**src/tbp_pkg.sv**
```systemverilog
`timescale 1ns / 1ps

package tbp_pkg;

    // Field and register widths
    localparam int ELAPSED_W = 32;
    localparam int PKT_W     = 16;
    localparam int RATE_W    = 28;
    localparam int BURST_W   = 16;
    localparam int WAIT_W    = 30;
    localparam int CFG_W     = 32;
    localparam int ADDR_W    = 3;

    // Fixed-point formats
    localparam int TBP_FRAC_BITS = 24;
    localparam int RATE_FRAC     = 24;

    // Register reset values
    localparam logic [RATE_W-1:0]  RATE_RESET  = 28'd2097152;
    localparam logic [BURST_W-1:0] BURST_RESET = 16'd9015;

    // Register map, byte address bit 2 selects the register
    localparam logic REG_RATE  = 1'b0;
    localparam logic REG_BURST = 1'b1;

    // Retry wait limit
    localparam logic [WAIT_W-1:0] MAX_WAIT = 30'd1000000000;
    localparam logic [WAIT_W-1:0] MIN_WAIT = 30'd1;

    // Divide by three through a reciprocal: exact for 17-bit dividends
    localparam int               X_W      = PKT_W + 1;
    localparam int               X3_W     = X_W + 16;
    localparam logic [15:0]      RECIP3   = 16'd43691;

    // Quotient bits produced by the restoring divider, one per cycle
    localparam int DIV_STEPS = 31;
    localparam int CNT_W     = $clog2(DIV_STEPS);

    typedef enum logic [3:0] {
        S_IDLE,
        S_MUL,
        S_REFILL,
        S_DECIDE,
        S_PREP,
        S_CHECK,
        S_DIV,
        S_FIN,
        S_OUT
    } tbp_state_t;

    typedef struct packed {
        logic capture;
        logic multiply;
        logic refill;
        logic decide;
        logic prepare;
        logic check;
        logic div_step;
        logic finish;
        logic write_out;
    } tbp_cmd_t;

    typedef struct packed {
        logic reset_item;
        logic covers;
        logic no_divide;
    } tbp_status_t;

endpackage

```
**src/tbp_ctrl.sv**
```systemverilog
`timescale 1ns / 1ps

module tbp_ctrl import tbp_pkg::*;
(
    input  logic        clk,
    input  logic        rst_n,
    input  logic        in_valid,
    output logic        in_ready,
    output logic        out_valid,
    input  logic        out_ready,
    input  tbp_status_t status,
    output tbp_cmd_t    cmd
);

    tbp_state_t       state_reg;
    tbp_state_t       state_next;
    logic [CNT_W-1:0] cnt_reg;
    logic [CNT_W-1:0] cnt_next;
    logic             out_valid_reg;
    logic             out_valid_next;
    logic             out_free;
    logic             accept;

    assign out_free = !out_valid_reg || out_ready;
    assign accept   = in_valid && (state_reg == S_IDLE);

    // Next state
    always_comb
    begin
        state_next = state_reg;
        case (state_reg)
            S_IDLE:
            begin
                if (in_valid)
                begin
                    state_next = S_MUL;
                end
            end
            S_MUL:
            begin
                state_next = status.reset_item ? S_OUT : S_REFILL;
            end
            S_REFILL:
            begin
                state_next = S_DECIDE;
            end
            S_DECIDE:
            begin
                state_next = status.covers ? S_OUT : S_PREP;
            end
            S_PREP:
            begin
                state_next = S_CHECK;
            end
            S_CHECK:
            begin
                state_next = status.no_divide ? S_OUT : S_DIV;
            end
            S_DIV:
            begin
                if (cnt_reg == CNT_W'(DIV_STEPS - 1))
                begin
                    state_next = S_FIN;
                end
            end
            S_FIN:
            begin
                state_next = S_OUT;
            end
            S_OUT:
            begin
                if (out_free)
                begin
                    state_next = S_IDLE;
                end
            end
            default:
            begin
                state_next = S_IDLE;
            end
        endcase
    end

    // Outputs
    always_comb
    begin
        cmd            = '0;
        in_ready       = 1'b0;
        cnt_next       = '0;
        out_valid_next = out_valid_reg;
        if (out_ready)
        begin
            out_valid_next = 1'b0;
        end
        case (state_reg)
            S_IDLE:
            begin
                in_ready    = 1'b1;
                cmd.capture = accept;
            end
            S_MUL:
            begin
                cmd.multiply = 1'b1;
            end
            S_REFILL:
            begin
                cmd.refill = 1'b1;
            end
            S_DECIDE:
            begin
                cmd.decide = 1'b1;
            end
            S_PREP:
            begin
                cmd.prepare = 1'b1;
            end
            S_CHECK:
            begin
                cmd.check = 1'b1;
            end
            S_DIV:
            begin
                cmd.div_step = 1'b1;
                // Wrap to zero on the last step
                if (cnt_reg != CNT_W'(DIV_STEPS - 1))
                begin
                    cnt_next = cnt_reg + 1'b1;
                end
            end
            S_FIN:
            begin
                cmd.finish = 1'b1;
            end
            S_OUT:
            begin
                cmd.write_out = out_free;
                if (out_free)
                begin
                    out_valid_next = 1'b1;
                end
            end
            default:
            begin
                cmd = '0;
            end
        endcase
    end

    always_ff @(posedge clk or negedge rst_n)
    begin
        if (!rst_n)
        begin
            state_reg     <= S_IDLE;
            cnt_reg       <= '0;
            out_valid_reg <= 1'b0;
        end
        else
        begin
            state_reg     <= state_next;
            cnt_reg       <= cnt_next;
            out_valid_reg <= out_valid_next;
        end
    end

    assign out_valid = out_valid_reg;

    a_cnt_only_in_div: assert property (@(posedge clk) disable iff (!rst_n)
        cnt_reg != '0 |-> state_reg == S_DIV)
        else $error("divide counter active outside divide state");

    a_valid_from_out: assert property (@(posedge clk) disable iff (!rst_n)
        $rose(out_valid_reg) |-> $past(state_reg == S_OUT))
        else $error("result valid raised outside output state");

    a_out_blocked: assert property (@(posedge clk) disable iff (!rst_n)
        state_reg == S_OUT && out_valid_reg && !out_ready |=> state_reg == S_OUT)
        else $error("result dropped while previous word unread");

    a_idle_holds: assert property (@(posedge clk) disable iff (!rst_n)
        state_reg == S_IDLE && !in_valid |=> state_reg == S_IDLE)
        else $error("left idle without an input word");

endmodule

```
**src/tbp_datapath.sv**
```systemverilog
`timescale 1ns / 1ps

module tbp_datapath import tbp_pkg::*;
#(
    parameter int FRAC_BITS = TBP_FRAC_BITS
)
(
    input  logic                 clk,
    input  logic                 rst_n,
    input  tbp_cmd_t             cmd,
    output tbp_status_t          status,
    input  logic [RATE_W-1:0]    rate,
    input  logic [BURST_W-1:0]   burst,
    input  logic                 req_type,
    input  logic [ELAPSED_W-1:0] elapsed_ns,
    input  logic [PKT_W-1:0]     pkt_len,
    output logic                 granted,
    output logic [WAIT_W-1:0]    wait_ns,
    output logic                 spin_mode,
    output logic [PKT_W-1:0]     tokens_whole
);

    localparam int LVL_W  = PKT_W + FRAC_BITS;
    localparam int SH_UP  = (FRAC_BITS > RATE_FRAC) ? FRAC_BITS - RATE_FRAC : 0;
    localparam int SH_DN  = (FRAC_BITS < RATE_FRAC) ? RATE_FRAC - FRAC_BITS : 0;
    localparam int PROD_W = ELAPSED_W + RATE_W;
    localparam int ADD_W  = PROD_W + SH_UP;
    localparam int NUM_W  = LVL_W + SH_DN;
    localparam int DEN_W  = RATE_W + SH_UP;
    localparam int QUO_W  = DIV_STEPS;
    localparam int D_W    = DEN_W + QUO_W - 1;
    localparam int CMP_W  = (NUM_W > DEN_W + QUO_W) ? NUM_W : DEN_W + QUO_W;
    localparam logic [LVL_W-1:0] THIRD1 = LVL_W'((65'd1 << FRAC_BITS) / 3);
    localparam logic [LVL_W-1:0] THIRD2 = LVL_W'((65'd2 << FRAC_BITS) / 3);
    localparam logic [LVL_W-1:0] LEVEL_RESET = LVL_W'(BURST_RESET) << FRAC_BITS;

    logic                 req_reg;
    logic [ELAPSED_W-1:0] elapsed_reg;
    logic [PKT_W-1:0]     pkt_reg;
    logic [PROD_W-1:0]    prod_reg;
    logic [PKT_W-1:0]     cap_reg;
    logic [X3_W-1:0]      x3_reg;
    logic [LVL_W-1:0]     level_reg;
    logic [LVL_W-1:0]     level_next;
    logic [15:0]          q0_reg;
    logic [1:0]           r0_reg;
    logic [LVL_W-1:0]     two_thirds_reg;
    logic                 granted_reg;
    logic                 spin_reg;
    logic [WAIT_W-1:0]    wait_reg;
    logic [NUM_W-1:0]     num_reg;
    logic [DEN_W-1:0]     den_reg;
    logic [NUM_W-1:0]     rem_reg;
    logic [D_W-1:0]       d_reg;
    logic [QUO_W-1:0]     quo_reg;
    logic                 out_granted_reg;
    logic [WAIT_W-1:0]    out_wait_reg;
    logic                 out_spin_reg;
    logic [PKT_W-1:0]     out_tokens_reg;

    logic [PKT_W-1:0]     cap_w;
    logic [X_W-1:0]       x_w;
    logic [X_W-1:0]       xr_w;
    logic [LVL_W-1:0]     cap_q;
    logic [LVL_W-1:0]     pkt_q;
    logic [ADD_W-1:0]     add_w;
    logic [LVL_W-1:0]     room_w;
    logic [15:0]          q0_w;
    logic [1:0]           r0_w;
    logic [LVL_W-1:0]     third_w;
    logic [LVL_W-1:0]     target_w;
    logic [LVL_W-1:0]     missing_w;
    logic                 covers;
    logic                 no_divide;
    logic [CMP_W-1:0]     rem_ext;
    logic [CMP_W-1:0]     d_ext;
    logic                 take;
    logic [31:0]          quo_inc;
    logic [WAIT_W-1:0]    wait_fin;

    assign cap_w   = (burst > pkt_reg) ? burst : pkt_reg;
    assign x_w     = {cap_w, 1'b0};
    assign xr_w    = {cap_reg, 1'b0};
    assign cap_q   = LVL_W'(cap_reg) << FRAC_BITS;
    assign pkt_q   = LVL_W'(pkt_reg) << FRAC_BITS;
    assign add_w   = (ADD_W'(prod_reg) << SH_UP) >> SH_DN;
    assign room_w  = cap_q - level_reg;
    assign q0_w    = x3_reg[X3_W-1:X_W];
    assign r0_w    = 2'(xr_w - ({q0_w, 1'b0} + {1'b0, q0_w}));

    // Fraction of 2*cap_q/3 left over by the whole-byte quotient
    always_comb
    begin
        case (r0_reg)
            2'd1:    third_w = THIRD1;
            2'd2:    third_w = THIRD2;
            default: third_w = '0;
        endcase
    end

    assign target_w  = (pkt_q > two_thirds_reg) ? pkt_q : two_thirds_reg;
    assign missing_w = target_w - level_reg;
    assign covers    = level_reg >= pkt_q;
    assign no_divide = (rate == '0) ||
                       (CMP_W'(num_reg) >= (CMP_W'(den_reg) << QUO_W));

    assign rem_ext = CMP_W'(rem_reg);
    assign d_ext   = CMP_W'(d_reg);
    assign take    = rem_ext >= d_ext;

    // Round up, then clamp
    assign quo_inc  = 32'(quo_reg) + 32'(rem_reg != '0);
    assign wait_fin = (quo_inc > 32'(MAX_WAIT)) ? MAX_WAIT :
                      (quo_inc == '0) ? MIN_WAIT : WAIT_W'(quo_inc);

    assign status.reset_item = req_reg;
    assign status.covers     = covers;
    assign status.no_divide  = no_divide;

    always_comb
    begin
        level_next = level_reg;
        if (cmd.multiply && req_reg)
        begin
            level_next = LVL_W'(burst) << FRAC_BITS;
        end
        else if (cmd.refill && elapsed_reg != '0)
        begin
            if (level_reg >= cap_q || add_w >= ADD_W'(room_w))
            begin
                level_next = cap_q;
            end
            else
            begin
                level_next = level_reg + LVL_W'(add_w);
            end
        end
        else if (cmd.decide && covers)
        begin
            level_next = level_reg - pkt_q;
        end
    end

    always_ff @(posedge clk or negedge rst_n)
    begin
        if (!rst_n)
        begin
            level_reg <= LEVEL_RESET;
        end
        else
        begin
            level_reg <= level_next;
        end
    end

    always_ff @(posedge clk)
    begin
        if (cmd.capture)
        begin
            req_reg     <= req_type;
            elapsed_reg <= elapsed_ns;
            pkt_reg     <= pkt_len;
        end
        if (cmd.multiply)
        begin
            prod_reg    <= PROD_W'(elapsed_reg) * PROD_W'(rate);
            cap_reg     <= cap_w;
            x3_reg      <= X3_W'(x_w) * X3_W'(RECIP3);
            granted_reg <= 1'b0;
            spin_reg    <= 1'b0;
            wait_reg    <= '0;
        end
        if (cmd.refill)
        begin
            q0_reg <= q0_w;
            r0_reg <= r0_w;
        end
        if (cmd.decide)
        begin
            granted_reg    <= covers;
            spin_reg       <= {pkt_reg, 1'b0} > {1'b0, cap_reg};
            two_thirds_reg <= (LVL_W'(q0_reg) << FRAC_BITS) + third_w;
        end
        if (cmd.prepare)
        begin
            num_reg <= NUM_W'(missing_w) << SH_DN;
            den_reg <= DEN_W'(rate) << SH_UP;
        end
        if (cmd.check)
        begin
            rem_reg <= num_reg;
            d_reg   <= D_W'(den_reg) << (QUO_W - 1);
            quo_reg <= '0;
            if (no_divide)
            begin
                wait_reg <= MAX_WAIT;
            end
        end
        if (cmd.div_step)
        begin
            if (take)
            begin
                rem_reg <= NUM_W'(rem_ext - d_ext);
            end
            quo_reg <= {quo_reg[QUO_W-2:0], take};
            d_reg   <= d_reg >> 1;
        end
        if (cmd.finish)
        begin
            wait_reg <= wait_fin;
        end
        if (cmd.write_out)
        begin
            out_granted_reg <= granted_reg;
            out_wait_reg    <= wait_reg;
            out_spin_reg    <= spin_reg;
            out_tokens_reg  <= level_reg[FRAC_BITS +: PKT_W];
        end
    end

    assign granted      = out_granted_reg;
    assign wait_ns      = out_wait_reg;
    assign spin_mode    = out_spin_reg;
    assign tokens_whole = out_tokens_reg;

endmodule

```
**src/token_bucket_pacer.sv**
```systemverilog
`timescale 1ns / 1ps

// Token-bucket packet pacer.
// Input channel (in_valid/in_ready): one word per send request or bucket
// reset, with the nanoseconds elapsed since the previous word and the packet
// size. Output channel (out_valid/out_ready): exactly one result word per
// input word: grant flag, retry wait in ns, spin flag and whole token bytes.
// Configuration: APB-style port, rate at byte address 0, burst at address 4;
// write only while no word is in flight. pready is tied high.
// Timing: one word at a time; a new word is taken only back in idle, after
// the result register is loaded. A bucket reset passes through multiply and
// output; a grant through multiply, refill, decide and output; a refusal that
// clamps at once (zero rate or very long wait) adds prepare and check; and a
// refusal that runs the restoring divider adds the divide steps and finish,
// with the divider retiring one quotient bit per cycle.
// Reset: tokens load 9015 bytes, rate 0.125 B/ns, no result pending.
// Stall: the result register holds a finished word while the block takes
// and works on the next; that next result waits in the output state until
// the receiver drains the register.

module token_bucket_pacer import tbp_pkg::*;
#(
    parameter int FRAC_BITS = TBP_FRAC_BITS
)
(
    input  logic                 clk,
    input  logic                 rst_n,
    input  logic                 psel,
    input  logic                 penable,
    input  logic                 pwrite,
    input  logic [ADDR_W-1:0]    paddr,
    input  logic [CFG_W-1:0]     pwdata,
    output logic [CFG_W-1:0]     prdata,
    output logic                 pready,
    input  logic                 in_valid,
    output logic                 in_ready,
    input  logic                 req_type,
    input  logic [ELAPSED_W-1:0] elapsed_ns,
    input  logic [PKT_W-1:0]     pkt_len,
    output logic                 out_valid,
    input  logic                 out_ready,
    output logic                 granted,
    output logic [WAIT_W-1:0]    wait_ns,
    output logic                 spin_mode,
    output logic [PKT_W-1:0]     tokens_whole
);

    logic [RATE_W-1:0]  rate_reg;
    logic [RATE_W-1:0]  rate_next;
    logic [BURST_W-1:0] burst_reg;
    logic [BURST_W-1:0] burst_next;
    logic               cfg_write;
    tbp_cmd_t           cmd;
    tbp_status_t        status;

    // Register file: write on the access phase, bit 2 of the address picks
    // the register.
    assign pready    = 1'b1;
    assign cfg_write = psel && penable && pwrite && pready;

    always_comb
    begin
        rate_next  = rate_reg;
        burst_next = burst_reg;
        if (cfg_write)
        begin
            case (paddr[2])
                REG_RATE:  rate_next  = pwdata[RATE_W-1:0];
                REG_BURST: burst_next = pwdata[BURST_W-1:0];
                default:   rate_next  = rate_reg;
            endcase
        end
    end

    always_ff @(posedge clk or negedge rst_n)
    begin
        if (!rst_n)
        begin
            rate_reg  <= RATE_RESET;
            burst_reg <= BURST_RESET;
        end
        else
        begin
            rate_reg  <= rate_next;
            burst_reg <= burst_next;
        end
    end

    // Read back the addressed register, zero-extended
    always_comb
    begin
        case (paddr[2])
            REG_RATE:  prdata = CFG_W'(rate_reg);
            REG_BURST: prdata = CFG_W'(burst_reg);
            default:   prdata = '0;
        endcase
    end

    // Sequencer: steps each word through refill, decision and division as it needs them
    tbp_ctrl u_ctrl (
        .clk       (clk),
        .rst_n     (rst_n),
        .in_valid  (in_valid),
        .in_ready  (in_ready),
        .out_valid (out_valid),
        .out_ready (out_ready),
        .status    (status),
        .cmd       (cmd)
    );

    // Token arithmetic, divider and result register
    tbp_datapath #(
        .FRAC_BITS (FRAC_BITS)
    ) u_datapath (
        .clk          (clk),
        .rst_n        (rst_n),
        .cmd          (cmd),
        .status       (status),
        .rate         (rate_reg),
        .burst        (burst_reg),
        .req_type     (req_type),
        .elapsed_ns   (elapsed_ns),
        .pkt_len      (pkt_len),
        .granted      (granted),
        .wait_ns      (wait_ns),
        .spin_mode    (spin_mode),
        .tokens_whole (tokens_whole)
    );

endmodule

```
**config.mk**
```make
export PLATFORM = sky130hd
export DESIGN_NAME = token_bucket_pacer
export DESIGN_NICKNAME = d
export VERILOG_FILES = /design/src/tbp_pkg.sv /design/src/tbp_ctrl.sv /design/src/tbp_datapath.sv /design/src/token_bucket_pacer.sv
export SDC_FILE = /design/constraint.sdc
export NUM_CORES = 2
export LEC_CHECK = 0
export BUFFER_PORTS_ARGS = -buffer_cell sky130_fd_sc_hd__buf_2
export CAP_MARGIN = 10
export CORE_ASPECT_RATIO = 1.2
export CORE_MARGIN = 4
export CORE_UTILIZATION = 66
export CTS_BUF_LIST = sky130_fd_sc_hd__clkbuf_8
export DETAILED_ROUTE_END_ITERATION = 7
export HOLD_SLACK_MARGIN = 0.12
export PLACE_DENSITY_LB_ADDON = 0.08
export SLEW_MARGIN = 30
export SYNTH_ARGS = -nofsm -noshare
export SYNTH_HDL_FRONTEND = slang
export SYNTH_SLANG_ARGS = --single-unit
```
**constraint.sdc**
```tcl
create_clock -name clk -period 9.5 [get_ports clk]
set_input_delay 0.95 -clock clk [delete_from_list [all_inputs] [get_ports clk]]
set_output_delay 0.95 -clock clk [all_outputs]
set_load 0.1 [all_outputs]
```
# After elaboration in Yosys (flattened, before gate mapping)
# Index checks and enable logic that the tools add are counted.
[classes]
addsub = 10
multipliers = 2
order_cmp = 9
n_eq_ne = 15
mux = 46
n_bitwise = 1
n_reduce_logical = 21
[op_table]
columns = ["cell", "count"]
rows = [
  ["$mux 40", 8],
  ["$mux 30", 6],
  ["$sub 40x40->40", 4],
  ["$mux 57", 2],
  ["$add 40x40->40", 2],
  ["$ge 40x40->1", 2],
  ["$pmux 32 s2", 1],
  ["$mux 31", 2],
  ["$ge 60x40->1", 1],
  ["$mul 32x28->60", 1],
  ["$ge 40x59->1", 1],
  ["$ge 40x58->1", 1],
  ["$pmux 24 s2", 1],
  ["$gt 40x40->1", 1],
  ["$reduce_bool 40->1", 1],
  ["$pmux 4 s9", 1],
  ["$add 31x1->32", 1],
  ["$gt 32x30->1 const B", 1],
  ["$logic_not 32->1", 1],
  ["$mul 16x16->32 const B", 1],
  ["$reduce_bool 32->1", 1],
  ["$logic_not 28->1", 1],
  ["$mux 4", 6],
  ["$gt 17x16->1", 1],
  ["26 further kinds", 56],
]
[word_totals]
register_bits = 586
output_inout_bits = 83
elab_cells = 132

# Logic depth before layout (Yosys ltp)
[depth]
ltp_word = 6
depth_mapped = 30

# Hierarchy
# A second synthesis with hierarchy kept.
[hier_totals]
hier_cells = 6721
area_unflattened_um2 = 65029.9
[by_module_without_submodules]
columns = ["mod", "n_inst", "cells_each", "area_per_inst_um2"]
rows = [
  ["tbp_datapath", 1, 6527, 62396.1],
  ["token_bucket_pacer", 1, 132, 2062.0],
  ["tbp_ctrl", 1, 62, 571.8],
]

# Least setup slack after synthesis
# OpenSTA, ideal clock, no wires.
[synth_timing]
kind = "reg2reg"
from = "reg u_datapath.pkt_reg[15]"
to = "reg u_datapath.x3_reg[31] (data pin)"
t_arrival_ps = 7546
t_required_ps = 9242
path_slack_ps = 1697
stages_incl_launch_ff = 28
synth_period_minus_slack_ps = 7803
path_cell_list = "edfxtp_1 inv_1 ha_1 nand3_1 or4_1 or2_2 nand2_1 clkbuf_1 mux2_2 ha_1 fa_1 inv_1 fa_1 inv_1 fa_1 fa_1 inv_1 fa_1 inv_1 ha_1 nand4_1 nor2_1 a221oi_1 o211ai_1 a31o_2 a211o_1 a21oi_1 xnor2_1"
[synth_between]
elab_chain_cells = 3
[synth_rtl]
columns = ["element", "line_no", "source"]
rows = [
  ["start: declaration", "tbp_datapath.sv:39", "logic [PKT_W-1:0] pkt_reg;"],
  ["start signal: assignment", "tbp_datapath.sv:162", "pkt_reg <= pkt_len;"],
  ["$gt 16x16->1", "tbp_datapath.sv:81", "assign cap_w = (burst > pkt_reg) ? burst : pkt_reg;"],
  ["$mux 16", "tbp_datapath.sv:81", ""],
  ["net u_datapath.cap_w[1]", "tbp_datapath.sv:61", "logic [PKT_W-1:0] cap_w;"],
  ["$mul 16x16->32", "tbp_datapath.sv:168", "x3_reg <= X3_W'(x_w) * X3_W'(RECIP3);"],
  ["end signal: assignment", "tbp_datapath.sv:168", ""],
  ["end: declaration", "tbp_datapath.sv:42", "logic [X3_W-1:0] x3_reg;"],
]
# The timed path passes the listed nets, and every way through them passes these cells.
# A chain may end at the register's enable or synchronous reset.

# Worst setup path in the final report
[layout_timing]
from = "reg u_datapath.pkt_reg[7]"
to = "reg u_datapath.x3_reg[31] (data pin)"
# The elaborated chain is that of the path after synthesis.

==> metrics <==
area delta synth->final 6.77%; antenna-violating nets left 0; RSZ-0062 raised after global routing no; effective utilization at floorplan 0.668; Multi-input gate area 0.0439 mm²; Fill cells 7512; EDFF count, synth 383; largest net degree at the start of global routing 81; crit-path leading delay family adder cells; ys async rst share 0.172; Final WS setup 532 ps; Initial DRT Pass Iterations 6; CP required 10020 ps; CTS Sinks 548; slowest CP cell mux2i_1; synth warn 0; Die Area 0.104 mm²; CTS Buf Count 95; Distinct cells, synth 92; register area share after synthesis 0.235; routed length on met3 15.3 mm; Final Max Slew Viols 0; CTS tree built; Placement Setup Slack 731 ps; setup_tns 0 ps; post-CTS sizing 0; Via-to-Cell Ratio 6.01; max reg flops 60; cell count after synthesis 6770; Setup CP Type reg2reg; synthesized cell area 0.0650 mm²; flip-flop and latch area 0.0153 mm²; layout cells sized above 1 0.0869; Die Y 352 µm; routed vias 49.3k; crit-path max FO 15; Syn Area/Cell 9.60 µm²; worst skew pair latency 790 ps; Final Hold Fails 0; drt drc 0; crit share post-route 0.944; Setup violations, final 0; clock skew 55.0 ps; GP Congestion 1.01; crit path time final 8970 ps; critical hold path startpoint elapsed_ns[8]; status complete, no violations; WL final 182 mm; row cnt 125; PortBufs 162; drt initial violations 3575; core area 0.0973 mm²; Peak Freq 112 MHz; initial antenna violation count 5; post-DP HPWL 146 mm; crit path DAT 9490 ps; grt total ovfl 0; nature of the critical path endpoint register; crit path launch u_datapath.pkt_reg[7]; vias in the first global route 51.6k; top layer in use met4; first-pass GRT wire length 285 mm; max_cap viols 0; Hold Path Class in2reg; I/O pin cnt 174; metal1 wirelength 68.8 mm; startpoint types register; crit path buf inv count 4; Slew headroom 0.298; Largest stage delay, worst path 720 ps; reg2reg start u_datapath.pkt_reg[7]; Avg WL per Cell 22.2 µm; Worst-Margin Slew 1050 ps; # H-tree levels 3; root buffer cell clkbuf_8; hold slack 332 ps; #FFs+latches synth 548; nets 8404; met2 WL 85.5 mm; Clock transition at path regs 60 ps; clk buf depth 3; DIE WIDTH 294 µm; Total GRT Usage 0.359; Primary FF master, synth edfxtp_1
==> layout by cell type, fill, tap and decap left out, drive strengths merged, types with 91 or more instances in the layout <==
cell and instances:
nor2 190, buf 288, nand3 93, inv 1279
nand2 790, a21o 149, edfxtp 383, ha 594
nor3 97, clkbuf 118, fa 861, o21ai 171
xnor2 154, and2 362, a21oi 238, mux2 92
xor2 91
==> path summary, 6_finish.rpt <==
path | end | slack, ps | depth (start not counted)
worst max-delay path | u_datapath.x3_reg[31] | 530 | 27
max in group asynchronous | rate_reg[20] | 7220 | 4
worst min-delay path | u_datapath.elapsed_reg[8] | 330 | 1
worst max register to register | u_datapath.x3_reg[31] | 530 | 27
min in group asynchronous | u_datapath.level_reg[9] | 630 | 2
worst min register to register | u_datapath.two_thirds_reg[28] | 410 | 0
==> cell type report <==
class                      count  share of cell area
clock buffer                 118              0.0234
multi-input combinational   4676               0.633
sequential                   548               0.221
inverter                    1248              0.0676
antenna                        2           0.0000721
clock inverter                61             0.00648
tap                         1270              0.0229
timing repair buffer         289              0.0263
==> routing by layer <==
layer,global-route usage,vias to the layer above
met2,0.596,2171
met3,0.0681,602
li1,-,22200
met1,0.442,24300
met5,0,-
met4,0.206,0
==> cell usage after synthesis, types with 14 or more instances <==
master    count  area (µm²)
nor3_1       96         480
a22oi_1      14         105
xor2_1       91         797
o22ai_1      31         194
nand2_1     789        2960
ha_1        594        7430
a21oi_1     238        1190
o21bai_1     34         255
inv_1      1248        4680
mux2i_1      24         240
nand3_1      92         460
edfxtp_1    383       11500
and4_1       14         123
and2_1      361        2260
dfstp_2      17         447
and3_1       38         238
o21ai_0     169         846
a21o_1      149        1120
o211ai_1     26         195
clkbuf_1    280        1050
a31oi_1      39         244
dfxtp_1      71        1420
mux2_2       92        1040
nand4_1      61         382
nand2b_1     35         219
nor2b_1      77         482
fa_1        861       17200
dfrtp_1      77        1930
a211oi_1     58         435
nor2_1      189         709
or3_1        18         113
xnor2_1     154        1350
o21a_1       45         338
nor4_1       60         375
==> worst register-to-register path, cell delays in order, from the launching register on <==
cell       delay [ps]
edfxtp_1          540
inv_1             150
ha_1              330
a21oi_1           150
o21ai_0           130
a221oi_1          580
nand3_1           220
nand2_1           590
mux2i_1           730
inv_1             210
ha_1              410
ha_1              300
inv_1              50
fa_1              490
inv_1              50
fa_1              460
fa_1              510
fa_1              510
ha_1              360
a21oi_1           160
o21ai_0           140
a211o_1           310
o2111ai_1          80
o211ai_1          310
a31o_2            370
a211o_1           300
a21oi_1           190
xnor2_1            80
==> repair_timing <==
action / CTS / global route
endpoints found under the hold margin: 16 / 0
hold buffers: 1 / 0
buffers inserted: 0 / 0
==> per-stage QoR <==
step,utilization,instance area [µm²],std cells
final,0.713,69400,8212
after global routing,0.713,69400,8211
after CTS,0.712,69300,8208
after detailed placement,0.691,67200,8028
after global placement,0.691,67200,8028
after floorplan,-,65000,6773
==> logic make-up (layout without fill, tap and decap cells) <==
| family | after synthesis | count (layout) | synth area share |
|---|---|---|---|
| simple gates | 1893 | 1893 | 0.144 |
| buf+inv | 1549 | 1716 | 0.0902 |
| fa+ha+maj | 1455 | 1455 | 0.380 |
| compound gates | 962 | 962 | 0.0983 |
| flops | 548 | 548 | 0.235 |
| xor+xnor | 245 | 245 | 0.0330 |
| mux | 116 | 116 | 0.0196 |
| other cells | 2 | 7 | 0.000116 |
Power is left out: the tool's default activity adds up to more than one toggle a clock period on the data nets, which glitch-free logic cannot reach.
